==> config.mk <==
export PLATFORM = sky130hd
export DESIGN_NAME = vse_ctrl
export DESIGN_NICKNAME = d
export VERILOG_FILES = /design/src/vse_pkg.sv /design/src/vse_ctrl.sv
export SDC_FILE = /design/constraint.sdc
export NUM_CORES = 1
export LEC_CHECK = 0
export ABC_AREA = 1
export BUFFER_PORTS_ARGS = -buffer_cell sky130_fd_sc_hd__buf_2
export CORE_AREA = 8 8 45 47
export CTS_CLUSTER_DIAMETER = 50
export DETAILED_ROUTE_END_ITERATION = 12
export DIE_AREA = 0 0 53 55
export PLACE_DENSITY = 0.49
export REMOVE_ABC_BUFFERS = 1
export SKIP_LAST_GASP = 1
export SLEW_MARGIN = 20
export SYNTH_ARGS = -nofsm -noshare
export SYNTH_HDL_FRONTEND = slang
export SYNTH_SLANG_ARGS = --single-unit
==> constraint.sdc <==
create_clock -name clock -period 3.2 [get_ports clock]
set_clock_uncertainty 0.05 [all_clocks]
set_input_delay 0 -clock clock [delete_from_list [all_inputs] [get_ports clock]]
set_output_delay 0 -clock clock [all_outputs]
set_load 0.01 [all_outputs]
==> src/vse_pkg.sv <==
// Package: shared types, constants and state encoding for the similarity engine.
`timescale 1ns / 1ps
`default_nettype none
package vse_pkg;

   localparam int MaxLenDefault   = 1024;
   localparam int ElemBitsDefault = 16;
   localparam int ValueBits       = 41;
   localparam int AccBits         = 42;
   localparam int NormBits        = 41;
   localparam int RootBits        = 21;
   localparam int FracBits        = 15;

   localparam logic [1:0] METRIC_DOT    = 2'd0;
   localparam logic [1:0] METRIC_EUCLID = 2'd1;
   localparam logic [1:0] METRIC_COSINE = 2'd2;
   localparam logic [1:0] METRIC_UNUSED = 2'd3;

   typedef struct packed {
      logic signed [ElemBitsDefault-1:0] elem_a;
      logic signed [ElemBitsDefault-1:0] elem_b;
      logic                              last_pair;
   } req_payload_type;

   typedef struct packed {
      logic signed [ValueBits-1:0] value;
      logic                        zero_norm;
      logic                        too_long;
   } rsp_payload_type;

   typedef enum logic [3:0] {
      ST_ACCUM,
      ST_SQRT_START,
      ST_SQRT_RUN,
      ST_DIV_START,
      ST_DIV_RUN,
      ST_FINISH,
      ST_OUTPUT
   } state_type;

   // Controller to datapath
   typedef struct packed {
      logic accum;       // add the products of the accepted pair
      logic load_sqrt;   // load the two radicands into the root unit
      logic sqrt_step;   // one root iteration
      logic load_mul;    // register root product and load divider
      logic div_step;    // one divide iteration
      logic finish;      // build the result beat and clear the sums
   } cmd_type;

   // Datapath to controller
   typedef struct packed {
      logic sqrt_done;
      logic div_done;
   } status_type;

endpackage
`default_nettype wire

==> src/vse_ctrl.sv <==
// Controller: sequences accumulate, root, divide and output phases.
`timescale 1ns / 1ps
`default_nettype none
module vse_ctrl (
   input  wire logic               clock,
   input  wire logic               reset,
   input  wire logic               req_valid,
   input  wire logic               req_last,
   input  wire logic               rsp_ready,
   input  wire logic [1:0]         metric,
   input  wire vse_pkg::status_type status,
   output logic                    req_ready,
   output logic                    rsp_valid,
   output vse_pkg::cmd_type        cmd
);
   import vse_pkg::*;

   state_type state_ff, state_in;
   logic      fire;

   assign fire = req_valid && req_ready;

   always_comb begin
      state_in = state_ff;
      case (state_ff)
         ST_ACCUM: begin
            if (fire && req_last) begin
               if (metric == METRIC_EUCLID || metric == METRIC_COSINE) begin
                  state_in = ST_SQRT_START;
               end else begin
                  state_in = ST_FINISH;
               end
            end
         end
         ST_SQRT_START: state_in = ST_SQRT_RUN;
         ST_SQRT_RUN: begin
            if (status.sqrt_done) begin
               state_in = (metric == METRIC_COSINE) ? ST_DIV_START : ST_FINISH;
            end
         end
         ST_DIV_START: state_in = ST_DIV_RUN;
         ST_DIV_RUN: begin
            if (status.div_done) state_in = ST_FINISH;
         end
         ST_FINISH: state_in = ST_OUTPUT;
         ST_OUTPUT: begin
            if (rsp_ready) state_in = ST_ACCUM;
         end
         default: state_in = ST_ACCUM;
      endcase
   end

   always_comb begin
      cmd       = '0;
      req_ready = 1'b0;
      rsp_valid = 1'b0;
      case (state_ff)
         ST_ACCUM: begin
            req_ready = 1'b1;
            cmd.accum = fire;
         end
         ST_SQRT_START: cmd.load_sqrt = 1'b1;
         ST_SQRT_RUN:   cmd.sqrt_step = 1'b1;
         ST_DIV_START:  cmd.load_mul  = 1'b1;
         ST_DIV_RUN:    cmd.div_step  = 1'b1;
         ST_FINISH:     cmd.finish    = 1'b1;
         ST_OUTPUT:     rsp_valid     = 1'b1;
         default: ;
      endcase
   end

   always_ff @(posedge clock) begin
      if (reset) begin
         state_ff <= ST_ACCUM;
      end else begin
         state_ff <= state_in;
      end
   end

endmodule
`default_nettype wire

==> impl_results.md, run 1 <==
- Outcome: completed
- Worst hold margin: roughly 0.16 ns
- Largest reg by FF count: state_ff
- Biggest registers after layout: state_ff x3
- Flop2flop setup slack: 1.84 ns
- Setup crit end kind: flip-flop
- Setup CP Type: reg2reg
- PortBufs: 16
- Max Root-Sink Buffers: 2
- CP peak stage delay: between 0.5 and 0.6 ns
- Max-slew violation count: 0
- Area Overhead vs Synth: 38.4%
- Worst-path fanout max: 9
- Slew HR: around three quarters
- Final WL: around 760 microns
- Hold Path Class: in2reg
- Crit-path cells: inv_1 > nand3_1 > nand2_1 > nor2_2 > nand2_1 > nand2_1 > nor2_1
- FF-to-FF End: state_ff[2]
- Vias in the first global route: approximately 340
- Detailed Route Iter0 Violations: 4
- Post-route DRC: 0
- Period minus WS final: 1.36 ns
- RePlAce Congestion: about 0.79
- Post-route clock period utilization: 42.4%
- TritonCTS buffer count: 3
- Worst skew pair latency: ~0.23 ns
- Worst Reg-to-Reg Cells: 7
- Core area: around 1400 sq um
- H-Tree Depth: 1
- Max Cap Viol: 0
- Final hold vios: 0
- RSZ-0062 raised after global routing: false
- Post-route setup TNS: 0 ns
- Nets: 83
- Avg WL per Cell: between 8 and 9 microns
- PD cells: roughly 760 nW/um^2
- Initial Util: between 20% and 30%
- Maximum vdd drop: 0.508 mV
- Setup repair bufs after CTS: 0
- Die H: between 50 and 60 microns
- Final number of setup-violating endpoints: 0
- Critical path launch point type: flip-flop
- Commonest non-fill, non-tap cell in the layout: buf_2
- Synth warnings: 0
- Diode count: 0
- Library cells used by synthesis: 14
- Grt total ovfl: 0
- Worst r2r src: state_ff[2]
- Fmax: around 740 MHz
- Pin count of the biggest net entering global routing: 10
- Critical Path AT: about 1.4 ns
- Routed via count: roughly 360
- Avg Vias per Cell: 4.07
- Mapped Cells: 53
- Clock Pin Slew Worst Setup and Hold Paths: 0.04 ns
- GRT Total Usage: about 5.2%
- CP max stage cell: dfxtp_1
- Worst Setup EP: state_ff[2]
- CP Data Required Time: 3.27 ns
- FF+latch count, synth: 3
- Syn avg cell area: between 5 and 6 sq um
- DPL Wire Length: 644 microns
- Register area share after synthesis: roughly a fifth
- Crit path launch: state_ff[2]
- Root buffer cell: clkbuf_4
- Clock Sinks: 3
- Synth Cell Area: 307 sq um
- Slew @ Worst Pin: 0.389 ns
- Detailed Routing Iterations Pass 1: 2
- Layout cells sized above 1: between 30% and 40%
- Max reg flops: 3
- Die area: 2920 sq um
- Most used cell, CP: nand2_1
- Hold_sp: rsp_ready
- Most frequent cells in the layout: buf_2, nand2_1, inv_1
- Util after Layout: 30.7%
- Ports: 17
- First-pass GRT wire length: about 1.2 mm
- Initial antenna violation count: 0
- Routed Antenna Nets: 0
- CTS tree: built
- Die width: between 50 and 60 microns
- FP Rows: 14
- Lkg Pwr: about 0.25 nW
worst min-delay path by stage:
| stage | slack (ns) | depth (start not counted) | end |
|---|---|---|---|
| after floorplan | 0.02 | 1 | state_ff[1] |
| after global placement | 0.12 | 2 | state_ff[1] |
| after detailed placement | 0.13 | 2 | state_ff[1] |
| after CTS | 0.17 | 7 | state_ff[0] |
| after global routing | 0.21 | 7 | state_ff[0] |
| final | 0.16 | 7 | state_ff[0] |
cell families (layout without fill, tap and decap cells):
family,count (synthesis),count (layout),share of synthesized area (%)
flops,3,3,19.6
compound gates,3,3,4.90
fa+ha+maj,1,1,4.08
buf+inv,13,32,19.6
simple gates,33,33,51.8
Yosys cell counts:
library cell	n	share of area (%)
nand2_1	13	16
nand3_1	5	8.2
buf_4	1	2.4
nor3_4	1	5.3
inv_1	11	13
nor2_2	3	6.1
nand2_2	2	4.1
buf_6	1	3.7
ha_1	1	4.1
nand3b_1	1	2.4
dfxtp_1	3	20
nor2_1	8	9.8
a21oi_1	2	3.3
o21ai_0	1	1.6
per-layer routing:
metal / track usage, % / wire length, microns / vias up
li1: - / - / 198
met1: 5.16 / 338 / 151
met2: 9.38 / 369 / 9
met3: 3.74 / 51 / 0
met4: 0 / 0 / 0
met5: 0 / 0 / -
critical path, delay by kind of cell (launching register included):
family,cells,cell delay [ns]
flops,1,0.55
buf+inv,1,0.13
simple gates,6,0.53
final cells by class:
type / instances / area (sq um)
fillers: 170 / 960
multi-input cells: 37 / 186
repair buffers: 17 / 90.1
flip-flops and latches: 3 / 60.1
inverters: 11 / 41.3
clock buffers: 4 / 26.3
well taps: 16 / 20.0
power breakdown:
group          internal, mW  total [mW]  leakage [nW]  switching, mW
Combinational        0.0696       0.168         0.215         0.0987
Sequential           0.0510      0.0873        0.0246         0.0363
Clock                0.0466      0.0648        0.0150         0.0182
stage by stage:
stage	std cells	instance area (sq um)	total power, mW	worst slack, ns
floorplan	51	288	0.201	1.98
global placement	83	388	0.259	1.86
detailed placement	83	388	0.259	1.85
CTS	88	424	0.329	1.83
global route	88	424	0.352	1.72
finish	88	424	0.321	1.84
repair_timing:
| action | in CTS | in global routing |
|---|---|---|
| hold buffers | 1 | 0 |
| hold endpoints to repair | 3 | 0 |
| resized for setup | 0 | 0 |
Note: power is estimated with default switching activity, not from simulation.
==> run 2: changes to the inputs <==
--- a/config.mk
+++ b/config.mk
@@ -5,13 +5,13 @@
 export SDC_FILE = /design/constraint.sdc
 export NUM_CORES = 1
 export LEC_CHECK = 0
-export ABC_AREA = 1
+export ABC_AREA = 0
 export BUFFER_PORTS_ARGS = -buffer_cell sky130_fd_sc_hd__buf_2
 export CORE_AREA = 8 8 45 47
 export CTS_CLUSTER_DIAMETER = 50
 export DETAILED_ROUTE_END_ITERATION = 12
 export DIE_AREA = 0 0 53 55
-export PLACE_DENSITY = 0.49
+export PLACE_DENSITY = 0.5
 export REMOVE_ABC_BUFFERS = 1
 export SKIP_LAST_GASP = 1
 export SLEW_MARGIN = 20
==> constraint.sdc (replaced) <==
create_clock -name clock -period 1.2 [get_ports clock]
set_clock_uncertainty 0.05 [all_clocks]
set_input_delay 0 -clock clock [delete_from_list [all_inputs] [get_ports clock]]
set_output_delay 0 -clock clock [all_outputs]
set_load 0.01 [all_outputs]
==> impl_results.md, run 2 <==
- Synth warnings: 0
- Pin count of the biggest net entering global routing: 11
- Main synth FF type: dfxtp_1
- FF+latch count, synth: 3
- Root buffer cell: clkbuf_4
- Routed via count: about 360
- Fmax: between 800 and 900 MHz
- Syn avg cell area: approximately 7.3 sq um
- FP Rows: 14
- Die width: between 50 and 60 microns
- Register area share after synthesis: approximately a fifth
- Avg WL per Cell: 12.1 microns
- Crit-path cells: nor2b_2 > and2_1 > buf_2
- Max Root-Sink Buffers: 2
- Largest reg by FF count: state_ff
- Hold Crit Depth: 4
- Ports: 17
- Area Overhead vs Synth: 46.7%
- CP peak stage delay: just under 0.4 ns
- Max-slew violation count: 0
- Die H: around 55 microns
- Post-route clock period utilization: 95.0%
- Worst Hold Path EP: state_ff[2]
- Die area: between 2000 and 3000 sq um
- PD cells: 1490 nW/um^2
- Core area: between 1000 and 1500 sq um
- RePlAce Congestion: 0.778
- Layout cells sized above 1: a little under half
- Setup repair bufs after CTS: 0
- CP max stage cell: dfxtp_4
- Final hold vios: 0
- Commonest non-fill, non-tap cell in the layout: buf_2
- Commonest cells post-synth: and2_1, nand2_1, dfxtp_1, nor2_1
- Critical path launch point type: flip-flop
- Synth top area share: between 20% and 30%
- Initial antenna violation count: 0
- Hold_sp: rsp_ready
- Hold Path Class: in2reg
- Maximum vdd drop: just over 0.5 mV
- Worst r2r src: state_ff[0]
- Max reg flops: 3
- Diode count: 0
- Flop2flop setup slack: around 0.14 ns
- Post-route DRC: 0
- RSZ-0062 raised after global routing: true
- Synth Cell Area: 300 sq um
- Area leader, netlist: dfxtp_1
- GRT Total Usage: 6.88%
- Number of synthesized flops with an enable pin: 0
- Most frequent cells in the layout: buf_2, and2_1, nand2_1
- TritonCTS buffer count: 3
- FF-to-FF End: state_ff[2]
- Slew HR: 84.6%
- Vias in the first global route: roughly 330
- Dpl cell area: about 390 sq um
- Util after Layout: a little under a third
- Clock Pin Slew Worst Setup and Hold Paths: ~0.040 ns
- Worst skew pair latency: 0.24 ns
- Final number of setup-violating endpoints: 0
- H-Tree Depth: 1
- CTS tree: built
- Post-synth ARST share: 0%
- Initial Util: between 20% and 30%
- Grt total ovfl: 0
- Mapped Cells: a little over 40
- Outcome: completed
- Max Cap Viol: 0
- Routed Antenna Nets: 0
- Worst-path fanout max: 8
- Detailed Route Iter0 Violations: 3
- Slew @ Worst Pin: approximately 0.23 ns
- PortBufs: 16
- Critical Path AT: between 1 and 1.5 ns
- Period minus WS final: around 1.1 ns
- Top area cells in the synthesized netlist: dfxtp_1, and2_1, buf_6
- Clock Sinks: 3
- Final Cell Area: 440 sq um
- First-pass GRT wire length: between 1 and 1.5 mm
- Library cells used by synthesis: 24
- Avg Vias per Cell: about 4.6
- Nets: between 70 and 80
- Detailed Routing Iterations Pass 1: 2
- Lkg Pwr: approximately 0.22 nW
- DPL Wire Length: 730 microns
- Setup crit end kind: output pin
- Final WL: 931 microns
- CP Data Required Time: roughly 1.2 ns
- Setup CP Type: reg2out
- Worst Reg-to-Reg Cells: 4
- Total chip power: ~660 uW
- Biggest registers after layout: state_ff x3
run 2: worst max-delay path, delay by kind of cell (launching register included):
family | cells | cell delay [ns]
AND/OR/NAND/NOR | 2 | 0.34
buffers and inverters | 1 | 0.13
flip-flops | 1 | 0.39
run 2: what timing repair did:
action                     in CTS  in global routing
setup endpoints to repair       7                  5
gates resized for setup         3                  5
hold endpoints to repair        3                  0
hold buffers                    1                  0
run 2: stage by stage:
stage          hold slack (ns)  instances  setup TNS [ns]  worst slack [ns]
6_report                0.0295         77               0            0.0601
5_1_grt                 0.0222         77         -0.0283           -0.0146
4_1_cts                 0.0266         77         -0.0228           -0.0228
3_5_place_dp             0.170         72               0            0.0313
3_3_place_gp             0.171         72               0            0.0431
2_1_floorplan           0.0209         38               0             0.111
run 2: where the power goes:
group / switching, mW / total, mW / internal [mW]
sequential: 0.0550 / 0.185 / 0.130
combinational: 0.141 / 0.287 / 0.146
clock: 0.0589 / 0.184 / 0.125
total: 0.255 / 0.656 / 0.401
run 2: per-layer routing:
metal	track usage (%)	vias up	routed length (microns)
li1	-	182	-
met1	6.36	161	399
met2	10.5	12	490
met3	4.01	0	41
met4	6.47	0	0
met5	0	-	0
run 2: area by class of cell:
type,instances,area [sq um]
multi-input cells,33,210
fillers,156,943
clock buffers,4,26.3
flip-flops and latches,3,71.3
well taps,16,20.0
repair buffers,19,105
inverters,2,7.51
run 2: worst max path at each step:
stage,end,slack [ns],start
finish,cmd[4],0.06,state_ff[0]
global route,cmd[5],-0.01,state_ff[2]
CTS,cmd[4],-0.02,state_ff[0]
detailed placement,state_ff[1],0.03,state_ff[1]
global placement,state_ff[1],0.04,state_ff[1]
floorplan,state_ff[1],0.11,state_ff[1]
run 2: cell families (layout without fill, tap and decap cells):
group           Yosys count  count (layout)  synth area share, %
fa+ha+maj                 1               1                 4.17
simple gates             24              24                 44.2
flops                     3               3                 20.0
buf+inv                   5              25                 12.5
compound gates            8               8                 19.2
==> run 3: changes to the inputs <==
--- a/config.mk
+++ b/config.mk
@@ -11,7 +11,6 @@
 export CTS_CLUSTER_DIAMETER = 50
 export DETAILED_ROUTE_END_ITERATION = 12
 export DIE_AREA = 0 0 53 55
-export PLACE_DENSITY = 0.5
 export REMOVE_ABC_BUFFERS = 1
 export SKIP_LAST_GASP = 1
 export SLEW_MARGIN = 20
==> impl_results.md, run 3 (synthesis gave the netlist of run 2 again) <==
- Maximum vdd drop: 0.498 mV
- Final hold vios: 0
- Area Overhead vs Synth: 44.2%
- Crit path buffers/inverters: 1
- Crit-path cells: nor3_1 > and2_1 > buf_2
- Period minus WS final: about 1.1 ns
- Util after Layout: a little under a third
- Diode count: 0
- Slew HR: between 80% and 90%
- RSZ-0062 raised after global routing: true
- Largest reg by FF count: state_ff
- Max Cap Viol: 0
- Most frequent cells in the layout: buf_2, and2_1, nand2_1
- Post-route DRC: 0
- PD cells: 1490 nW/um^2
- Post-route clock period utilization: a little over nine tenths
- Outcome: completed
- Critical Path AT: 1.09 ns
- Commonest non-fill, non-tap cell in the layout: buf_2
- Avg Vias per Cell: approximately 4.6
- Die area: about 2900 sq um
- Worst hold margin: between 0.02 and 0.025 ns
- Slew @ Worst Pin: 0.201 ns
- Root buffer cell: clkbuf_4
- Dpl cell area: 385 sq um
- Max Root-Sink Buffers: 2
- PortBufs: 16
- Flop2flop setup slack: 0.15 ns
- Initial antenna violation count: 0
- DPL Wire Length: 675 microns
- Hold Path Class: in2reg
- CP peak stage delay: 0.37 ns
- Vias in the first global route: roughly 370
- Fmax: 878 MHz
- Die H: about 55 microns
- Layout cells sized above 1: between 40% and 50%
- CP Data Required Time: 1.15 ns
- Max-slew violation count: 0
- Number of fill cells in the layout: 160
- First-pass GRT wire length: ~1.5 mm
- Pin count of the biggest net entering global routing: 13
- Worst-path fanout max: 10
- Setup CP Type: reg2out
- Storage cell area: between 60 and 70 sq um
- Final WL: around 860 microns
- Detailed Route Iter0 Violations: 2
- Final Cell Area: ~430 sq um
- CTS tree: built
- Clock Pin Slew Worst Setup and Hold Paths: 0.04 ns
- Grt total ovfl: 0
- Post-route setup TNS: 0 ns
- Lkg Pwr: roughly 0.22 nW
- Critical path launch point type: flip-flop
- Delay-heaviest family, CP: flip-flops
- Initial Util: 21.7%
- FP Rows: 14
- Core area: roughly 1400 sq um
- Nets: 72
- CP max stage cell: dfxtp_4
- Setup crit end kind: output pin
- TritonCTS buffer count: 3
- RePlAce Congestion: 0.779
- Multi-input gate area in the final layout: between 200 and 250 sq um
- Die width: approximately 53 microns
- GRT Total Usage: under 10%
- Routed via count: 354
- H-Tree Depth: 1
- Detailed Routing Iterations Pass 1: 3
- Worst skew pair latency: approximately 0.24 ns
- Biggest registers after layout: state_ff x3
- Avg WL per Cell: approximately 11 microns
- Final number of setup-violating endpoints: 0
- Clock Sinks: 3
- Max reg flops: 3
- Routed Antenna Nets: 0
- Ports: 17
- Total chip power: about 650 uW
run 3: layer usage:
| metal | track usage (%) | wire (microns) | vias up |
|---|---|---|---|
| li1 | - | - | 182 |
| met1 | 7.88 | 396 | 159 |
| met2 | 10.2 | 394 | 11 |
| met3 | 2.67 | 45 | 2 |
| met4 | 7.76 | 23 | 0 |
| met5 | 0 | 0 | - |
run 3: worst paths after layout:
check	startpoint	to	cells past startpoint
hold reg to reg	state_ff[2]	state_ff[1]	2
setup / recovery	state_ff[2]	cmd[5]	3
setup reg to reg	state_ff[0]	state_ff[2]	4
hold / removal	rsp_ready	state_ff[2]	4
run 3: stage by stage:
step	std cells	setup WS [ns]
floorplan	38	0.111
global placement	72	0.0789
detailed placement	72	0.0266
CTS	77	0.0308
global route	77	-0.0400
finish	77	0.0606
run 3: cell type report:
class                      count  share of cell area [%]
inverter                       2                    1.73
multi-input combinational     33                    47.4
sequential                     3                    15.9
timing repair buffer          19                    24.3
clock buffer                   4                    6.07
tap                           16                    4.62
run 3: worst register-to-register path: cells and delay by family (launching register included):
kind	cells	cell delay (ns)
and+or+nand+nor	2	0.16
AOI/OAI and AO/OA	1	0.23
buffers and inverters	1	0.16
DFF	1	0.35
run 3: power breakdown:
part | internal (mW) | total (mW) | leakage (nW) | switching (mW)
Sequential | 0.129 | 0.181 | 0.0264 | 0.0521
Combinational | 0.142 | 0.276 | 0.174 | 0.134
Clock | 0.125 | 0.188 | 0.0150 | 0.0628
Total | 0.396 | 0.645 | 0.216 | 0.249
run 3: timing repair:
item                                   CTS  global route
gates cloned                             0             0
setup buffers                            0             0
setup endpoints to repair                6             5
endpoints found under the hold margin    3             0
resized for setup                        3             3
pin swaps                                0             0
hold buffers                             1             0
